$ cat src/design/nbe_ram.sv
module nbe_ram #(
  parameter int unsigned WIDTH = 32,
  parameter int unsigned DEPTH = 64
) (
  input  logic                     clk_i,
  input  logic                     we_i,
  input  logic [$clog2(DEPTH)-1:0] waddr_i,
  input  logic [WIDTH-1:0]         wdata_i,
  input  logic [$clog2(DEPTH)-1:0] raddr_i,
  output logic [WIDTH-1:0]         rdata_o
);

  logic [WIDTH-1:0] mem [DEPTH];

  always_ff @(posedge clk_i) begin
    if (we_i) begin
      mem[waddr_i] <= wdata_i;
    end
    rdata_o <= mem[raddr_i];
  end

endmodule

$ cat config.mk
export PLATFORM = sky130hd
export DESIGN_NAME = nbe_ram
export DESIGN_NICKNAME = d
export VERILOG_FILES = /design/src/design/nbe_ram.sv
export SDC_FILE = /design/constraint.sdc
export NUM_CORES = 2
export LEC_CHECK = 0
export BUFFER_PORTS_ARGS = -buffer_cell sky130_fd_sc_hd__buf_4
export CORE_MARGIN = 3
export CORE_UTILIZATION = 60
export DETAILED_ROUTE_END_ITERATION = 10
export PLACE_DENSITY_LB_ADDON = 0.15
export RECOVER_POWER = 100
export SETUP_SLACK_MARGIN = 0.1
export SLEW_MARGIN = 0
export SYNTH_ARGS = -nofsm -noshare
export SYNTH_HDL_FRONTEND = slang
export SYNTH_SLANG_ARGS = --single-unit
$ cat constraint.sdc
create_clock -name clk_i -period 7.7 [get_ports clk_i]
set_input_delay 1.54 -clock clk_i [delete_from_list [all_inputs] [get_ports clk_i]]
set_output_delay 1.54 -clock clk_i [all_outputs]
set_load 0.005 [all_outputs]
==> results.toml <==
[timing]
fin_ws_ns = 1.78
rsz0062_at_grt = "no"
setup_viol = 0
hold_viol_final = 0
period_minus_slack_ns = 5.92
fin_crit_sh_pct = 76.9
maxSlewViolCount = 4431
finClkSkew_ns = 0.0272
fin_setup_tns_ns = 0
worst-slew-pin-transition_ns = 3.46
maxSlewHeadroom_pct = -130
fmax_mhz = 169

[min_path]
min-delay-start = "mem[12][4]"
hold_end = "rdata_o[4]"
hold_class = "reg2reg"
whs_path_depth = 4

[floorplan]
die-area_um2 = 135000
io_pins = 78
core_area_um2 = 130000
die_h_um = 368
initial_utilization_pct = 60.6
rows = 132
die_w_um = 368

[clocking]
hold_buffers = 0
numCtsBuffers = 197
cts_sinks = 2080
clkLatencyLatePin_ns = 0.82
cts_resized = 0
clk_pin_slew_ns = 0.06
root_buffer = "clkbuf_16"
cts_tree = "done"
cts.path.max_buffers = 3
htree_levels = 4
post_cts_buffers = 0

[yosys]
ys_seq_elements = 2080
ys_warn_count = 0
netlist_area_um2 = 78500
netlist-cell-type-count = 34
synth.yosys.seq_area_share_pct = 79.1
syn-num-nets = 3370
async_flop_share_pct = 0
synth_ff_type = "edfxtp_1"
syn_inst = 3324
avgSynthCellArea_um2 = 23.6
synth_edf_count = 2048

[layout]
multi_input_area_um2 = 15900
fill_cells = 7976
fin_nets = 3561
regArea_um2 = 62100
drive_above_1_share_pct = 25.5
area_delta_synth_final_pct = 11.3

[power_and_ir_drop]
p_leak_nw = 26.9
power_density_nw_per_um2 = 264
internal_power_w = 0.0183
power_frac_comb_pct = 4.9
vdd_drop_max_mv = 0.264
switching_share_pct = 20.9
p_clk_share_pct = 40.5
seqPwrFrac_pct = 54.7
power.switching_w = 0.00484

[detailed_routing]
route.detailed.drc = 0
wl_um = 201000
wl_per_cell_um = 37.1
antenna_left = 0
num_vias = 37400
drtIter0Drc = 5640
firstDrtPassIters = 6
viasPerCell = 6.90

[critical_path]
r2r_end = "rdata_o[11]"
worst_setup_path_start_kind = "primary input"
r2r_setup_slack_ns = 5.29
endpoint_kind = "register"
crit_start = "raddr_i[3]"
crit_required_ns = 8.39
r2r-start = "mem[47][11]"
crit_fanout = 33
worst_ep_arrival_time_ns = 6.61
r2r.worst_path.cells = 5
criticalPathCategory = "in2reg"

[global_routing]
antenna_found_initial = 15
grt_pass1_vias = 37700
grt_pass1_wl_um = 285000
grt_max_degree = 122
overflow = 0
grt_use_total_pct = 30.5

[status]
status = "finished with violations"
violations = "max-capacitance violations, max-slew violations"

[place]
portBuffers = 77
hpwl_um = 107000
pre_cts_ws_ns = 2.49
gp_congestion = 0.843

[flow_run]
maxCapViolCount = 113
-- power groups by stage --
stage,Clock (W),Combinational [W],Sequential [W]
3_3_place_gp,0,0.00112,0.0128
4_1_cts,0.00945,0.00115,0.0126
6_report,0.00935,0.00113,0.0126
3_5_place_dp,0,0.00114,0.0128
5_1_grt,0.00992,0.00119,0.0126
2_1_floorplan,0,0.000610,0.0128
-- area by class of cell --
class / instances / share of cell area [%]
repair buffers: 174 / 1.15
clock buffers: 262 / 6.16
well taps: 1742 / 2.49
clock inverters: 96 / 0.946
multi-input cells: 1062 / 18.2
diodes: 8 / 0.0229
flip-flops and latches: 2080 / 71.1
-- critical path, cell delays in order --
cell,delay [ns]
buf_4,0.51
clkbuf_1,1.76
clkbuf_1,1.62
mux4_2,0.52
o22ai_1,0.44
nor2_1,0.09
-- how the worst max path moves through the flow --
stage               cells past startpoint  slack (ns)          end
global route                            6        1.64   rdata_o[0]
detailed placement                      7        2.49  rdata_o[11]
finish                                  6        1.78  rdata_o[21]
floorplan                               4        3.00   mem[48][0]
CTS                                     7        3.38  rdata_o[11]
global placement                        7        2.47  rdata_o[11]
-- synth_stat cells, types with 2 or more instances --
| library cell | count | share of area [%] |
|---|---|---|
| nor2_1 | 137 | 0.65 |
| dfxtp_1 | 32 | 0.82 |
| nand2b_1 | 8 | 0.064 |
| or3_1 | 3 | 0.024 |
| buf_2 | 57 | 0.36 |
| and2_1 | 2 | 0.016 |
| nor2b_1 | 15 | 0.12 |
| buf_6 | 5 | 0.072 |
| o32ai_1 | 4 | 0.045 |
| mux4_2 | 544 | 16 |
| or3b_2 | 3 | 0.033 |
| buf_1 | 21 | 0.10 |
| a41o_1 | 4 | 0.051 |
| o221ai_1 | 27 | 0.30 |
| o22ai_1 | 84 | 0.67 |
| nand3_1 | 5 | 0.032 |
| edfxtp_1 | 2048 | 78 |
| a22oi_1 | 12 | 0.11 |
| clkbuf_1 | 74 | 0.35 |
| or3b_1 | 2 | 0.022 |
| a311oi_1 | 8 | 0.089 |
| nand2_1 | 26 | 0.12 |
| nand3b_1 | 5 | 0.048 |
| buf_4 | 25 | 0.24 |
| and3_1 | 4 | 0.032 |
| a21oi_1 | 62 | 0.40 |
| nor3_1 | 7 | 0.045 |
| mux2i_1 | 93 | 1.2 |
| nand4_1 | 2 | 0.016 |
-- routing by layer --
metal,track usage [%],up-vias,routed length (um)
li1,-,14700,-
met1,45.2,19900,74800
met2,46.1,2458,94100
met3,7.24,364,25400
met4,9.92,6,7000
met5,0,-,43
-- cell usage in the layout, fill, tap and decap left out, drive strengths merged, types with 12 or more instances in the layout --
| cell | netlist | final |
|---|---|---|
| clkbuf | 74 | 397 |
| dfxtp | 32 | 32 |
| nor2 | 137 | 137 |
| mux4 | 544 | 544 |
| buf | 108 | 39 |
| o221ai | 27 | 27 |
| clkinv | 0 | 76 |
| a22oi | 12 | 12 |
| edfxtp | 2048 | 2048 |
| nor2b | 15 | 15 |
| mux2i | 93 | 93 |
| bufinv | 0 | 12 |
| a21oi | 62 | 62 |
| nand2 | 26 | 26 |
| o22ai | 84 | 84 |
-- metrics by stage --
| stage | util [%] | power, W | std cells | cell area (um^2) | hold WS (ns) |
|---|---|---|---|---|---|
| 6_report | 67.4 | 0.0231 | 5424 | 87400 | 0.769 |
| 3_3_place_gp | 63.0 | 0.0140 | 5058 | 81700 | 0.755 |
| 5_1_grt | 67.4 | 0.0237 | 5417 | 87400 | 0.800 |
| 3_5_place_dp | 63.0 | 0.0140 | 5058 | 81700 | 0.735 |
| 2_1_floorplan | - | 0.0134 | 3324 | 78500 | 0.663 |
| 4_1_cts | 67.8 | 0.0232 | 5416 | 87900 | 0.749 |
-- cells by family (layout without fill, tap and decap cells) --
| family | count (synthesis) | after routing | synth area share, % |
|---|---|---|---|
| AO/OA/AOI/OAI | 202 | 202 | 1.67 |
| buffers and inverters | 182 | 532 | 1.13 |
| flip-flops | 2080 | 2080 | 79.1 |
| multiplexers | 637 | 637 | 16.8 |
| other | 0 | 8 | 0 |
| AND/OR/NAND/NOR | 223 | 223 | 1.27 |
-- flip-flops by register name, summed over array words and instances, names as in the netlist --
| name | count |
|---|---|
| mem | 2048 |
| rdata_o | 32 |
Note: power is estimated with default switching activity, not from simulation.
