`src/design/nbe_div.sv`:
```
module nbe_div (
  input  logic        clk_i,
  input  logic        rst_ni,
  input  logic        start_i,
  input  logic [63:0] dividend_i,
  input  logic [63:0] divisor_i,
  output logic        done_o,
  output logic [63:0] quotient_o
);

  logic [63:0] rem_q, quo_q, div_q;
  logic [5:0]  cnt_q;
  logic        run_q, done_q;
  logic [64:0] trial;
  logic        take;

  assign trial = {rem_q, quo_q[63]};
  assign take  = trial >= {1'b0, div_q};

  always_ff @(posedge clk_i or negedge rst_ni) begin
    if (!rst_ni) begin
      run_q  <= 1'b0;
      done_q <= 1'b0;
      cnt_q  <= '0;
    end else begin
      done_q <= 1'b0;
      if (start_i) begin
        run_q <= 1'b1;
        cnt_q <= '1;
      end else if (run_q) begin
        cnt_q <= cnt_q - 6'd1;
        if (cnt_q == 6'd0) begin
          run_q  <= 1'b0;
          done_q <= 1'b1;
        end
      end
    end
  end

  always_ff @(posedge clk_i) begin
    if (start_i) begin
      rem_q <= 64'd0;
      quo_q <= dividend_i;
      div_q <= divisor_i;
    end else if (run_q) begin
      rem_q <= take ? 64'(trial - {1'b0, div_q}) : trial[63:0];
      quo_q <= {quo_q[62:0], take};
    end
  end

  assign done_o     = done_q;
  assign quotient_o = quo_q;

endmodule

```
`config.mk`:
```
export PLATFORM = sky130hd
export DESIGN_NAME = nbe_div
export DESIGN_NICKNAME = d
export VERILOG_FILES = /design/src/design/nbe_div.sv
export SDC_FILE = /design/constraint.sdc
export NUM_CORES = 1
export LEC_CHECK = 0
export BUFFER_PORTS_ARGS = -buffer_cell sky130_fd_sc_hd__buf_2
export CORE_ASPECT_RATIO = 1.2
export CORE_UTILIZATION = 46
export CTS_BUF_LIST = sky130_fd_sc_hd__clkbuf_4 sky130_fd_sc_hd__clkbuf_8
export CTS_CLUSTER_SIZE = 12
export DETAILED_ROUTE_END_ITERATION = 7
export PLACE_DENSITY = 0.75
export SLEW_MARGIN = 40
export SYNTH_ARGS = -nofsm -noshare
export SYNTH_HDL_FRONTEND = slang
export SYNTH_SLANG_ARGS = --single-unit
```
`constraint.sdc`:
```
create_clock -name clk_i -period 5.7 [get_ports clk_i]
set_input_delay 0.285 -clock clk_i [delete_from_list [all_inputs] [get_ports clk_i]]
set_output_delay 0.285 -clock clk_i [all_outputs]
set_load 0.05 [all_outputs]
```
==> reports/qor.txt <==
Status -> finished, final reports clean
WL/cell -> 16.3 um
Least-Margin Pin Slew -> 754 ps
Fin. Hold Viols -> 0
Req. time, crit path -> 6120 ps
First-pass GRT wire length -> 46,200 um
Critical path endpoint category -> register
Root Driver -> clkbuf_8
Yosys reg bits -> 200
Area of the core -> 0.0255 mm^2
Die H -> 179 um
Warnings, synthesis -> 0
Ys async rst share -> 4.00%
Sequential share of the synthesized area -> 44.4%
Final instance area -> 0.0142 mm^2
RSZ-0062 raised after global routing -> false
Crit path arrival time -> 4280 ps
# clock sinks -> 200
Post-CTS Setup Repair Bufs -> 0
N_diodes -> 0
Die outline area -> 0.0267 mm^2
Final #Nets -> 1,614
Post-DRT Antenna Nets -> 0
# IOs -> 196
DR vias/cell -> 5.56
Clock latency on the worst-skew pair -> 500 ps
# rows -> 64
Inserted Clock Buffers -> 17
Post-DP HPWL -> 21,200 um
TritonRoute pass-1 iters -> 5
Worst-path clk slew -> 120 ps
Fmax -> 259 MHz
Synthesized area -> 0.0120 mm^2
LEAKAGE -> 6.10 nW
Starting density of the core -> 46.9%
Post-synth EDFFs -> 128
Dpl cell area -> 0.0132 mm^2
Final Critical Period -> 3860 ps
Final setup viols -> 0
Area of the multi-input gates -> 0.00604 mm^2
Area delta synth->final -> 18.7%
Sequential Area -> 0.00533 mm^2
Final GP Congestion -> 0.942
TNS Setup -> 0 ps
PortBufs -> 195
Top FF cell, synth -> edfxtp_1
Fill cell count -> 2,257
Vias -> 9,784
Hold-fix buffers, CTS -> 65
Synth cell types -> 72
Share of cells above drive strength 1 -> 22.1%
Worst Hold Class -> input port to register
Largest net degree at the start of global routing -> 80
Peak supply drop -> 0.000239 V
Clock buffer depth -> 2
CTS tree -> built
Max Cap Viol -> 0
H-tree Lvls -> 4
Critical Path Fanout Max -> 26
Pwr per Cell Area -> 435 mW/mm^2
Final Slew Violations -> 0
Number of DRC markers in iteration 0 -> 527
Gr ovfl total -> 0
Vias in the first global route -> 9,735
Worst slew margin -> 49.7%
Avg Inst Size Synth -> 10.1 um^2
Critical path type -> register to register
Worst setup SP type -> register
Syn_nets -> 1,386
Initial antenna violation count -> 0
Post-Route WL -> 28,700 um
Max Clock Skew -> 19.7 ps
PostCTS Resize Cnt -> 0
GR Util All Layers -> 21.8%
Die width -> 149 um
Post-Syn Instances -> 1,188
Drt drc -> 0
Final period util -> 67.6%
[power by group]
group          leakage, nW  switching, W  internal (W)
clock                0.204      0.000568      0.000372
sequential            1.91      0.000200       0.00184
combinational         3.99       0.00189       0.00132
total                 6.10       0.00266       0.00353
[cell usage in the layout (no fill, tap or decap), types with 50 or more instances in the layout]
master / instances
a211oi_1: 54
a21oi_1: 89
buf_2: 194
dfxtp_1: 64
dlygate4sd3_1: 65
edfxtp_1: 128
ha_1: 66
inv_1: 81
mux2_2: 65
mux2i_1: 50
nand2_1: 91
nor2_1: 106
o21ai_0: 55
[final timing paths]
path | slack, ps | cells after the start | start | endpoint
worst max-delay path | 1840 | 13 | div_q[25] | rem_q[1]
worst min-delay path | 80 | 2 | dividend_i[25] | quotient_o[25]
worst max register to register | 1840 | 13 | div_q[25] | rem_q[1]
worst min register to register | 510 | 2 | rem_q[3] | rem_q[3]
max in group asynchronous | 5370 | 2 | rst_ni | run_q
min in group asynchronous | 140 | 2 | rst_ni | done_o
[cells in the mapped netlist (3+ instances only)]
library cell  number  area share (%)
nand4_1           14            0.73
xnor2_1           38             2.8
clkbuf_1          37             1.2
o21bai_1           6            0.38
inv_1             81             2.5
o31a_1             3            0.22
buf_2             10            0.42
o31ai_1            3            0.19
nor3b_1            3            0.19
or4_1              4            0.25
dfxtp_1           64              11
o21ai_0           55             2.3
o211ai_1           8            0.50
nand2b_1          12            0.63
dfrtp_1            8             1.7
xor2_1            23             1.7
nor2_1           106             3.3
a21oi_1           89             3.7
and3_1            10            0.52
a311oi_1          11            0.80
a21o_1            18             1.1
o22ai_1            3            0.16
nor4_1             4            0.21
nand3_1           19            0.79
o21a_1             5            0.31
and2_1             4            0.21
buf_1              4            0.13
edfxtp_1         128              32
a21boi_0           7            0.44
a31oi_1           10            0.52
and4_1             4            0.29
mux2_2            65             6.1
nand2_1           91             2.9
ha_1              66             6.9
buf_12             6             1.0
a211oi_1          54             3.4
or3_1              3            0.16
nor3_1            19            0.79
mux2i_1           50             4.2
nor2b_1            6            0.31
[routing by layer]
| layer | up-vias | global-route usage [%] | share of wire (%) | wire (um) |
|---|---|---|---|---|
| met5 | - | 0 | 0 | 0 |
| met4 | 0 | 7.74 | 2.2 | 618 |
| met3 | 55 | 3.99 | 4.5 | 1290 |
| met2 | 291 | 40.5 | 52 | 15000 |
| met1 | 4647 | 24.7 | 41 | 11800 |
| li1 | 4791 | - | - | - |
[metrics by stage]
step / hold WS [ps] / util (%) / worst slack (ps) / power (W) / cells
after floorplan: -10.6 / - / 2510 / 0.00461 / 1188
after global placement: 136 / 51.2 / 1840 / 0.00508 / 1659
after detailed placement: 138 / 51.6 / 1930 / 0.00520 / 1662
after CTS: 43.3 / 55.7 / 1870 / 0.00619 / 1759
after global routing: 48.0 / 55.7 / 1520 / 0.00659 / 1759
final: 76.2 / 55.7 / 1840 / 0.00619 / 1759
[sequential cells by signal, indices dropped and copies added, names as in the netlist]
name        count
div_q          64
cnt_q           6
quotient_o     64
done_o          1
run_q           1
rem_q          64
[logic make-up after synthesis]
kind of cell | Yosys count | share of synthesized area [%]
AO/OA/AOI/OAI | 293 | 16.0
XOR/XNOR | 61 | 4.46
adder cells (fa/ha/maj) | 67 | 7.06
buffers and inverters | 140 | 5.40
flip-flops | 200 | 44.4
multiplexers | 115 | 10.3
AND/OR/NAND/NOR | 312 | 12.4
[area by class of cell]
| cell class | instances | area share, % |
|---|---|---|
| clock inverter | 14 | 1.17 |
| tap | 330 | 2.90 |
| multi-input combinational | 848 | 42.4 |
| sequential | 200 | 37.5 |
| timing repair buffer | 267 | 12.2 |
| clock buffer | 18 | 1.70 |
| inverter | 82 | 2.16 |
[worst max-delay path, stage by stage (launching register included)]
cell      delay (ps)
edfxtp_1         340
inv_1             40
ha_1             480
nand4_1          210
o211ai_1         150
a21oi_1          100
o41ai_1          320
nor3b_2          260
o21ai_2          130
o41ai_2          470
a31o_4           520
buf_12           270
mux2_2           370
o22ai_1          110
(Power assumes the default switching activity.)
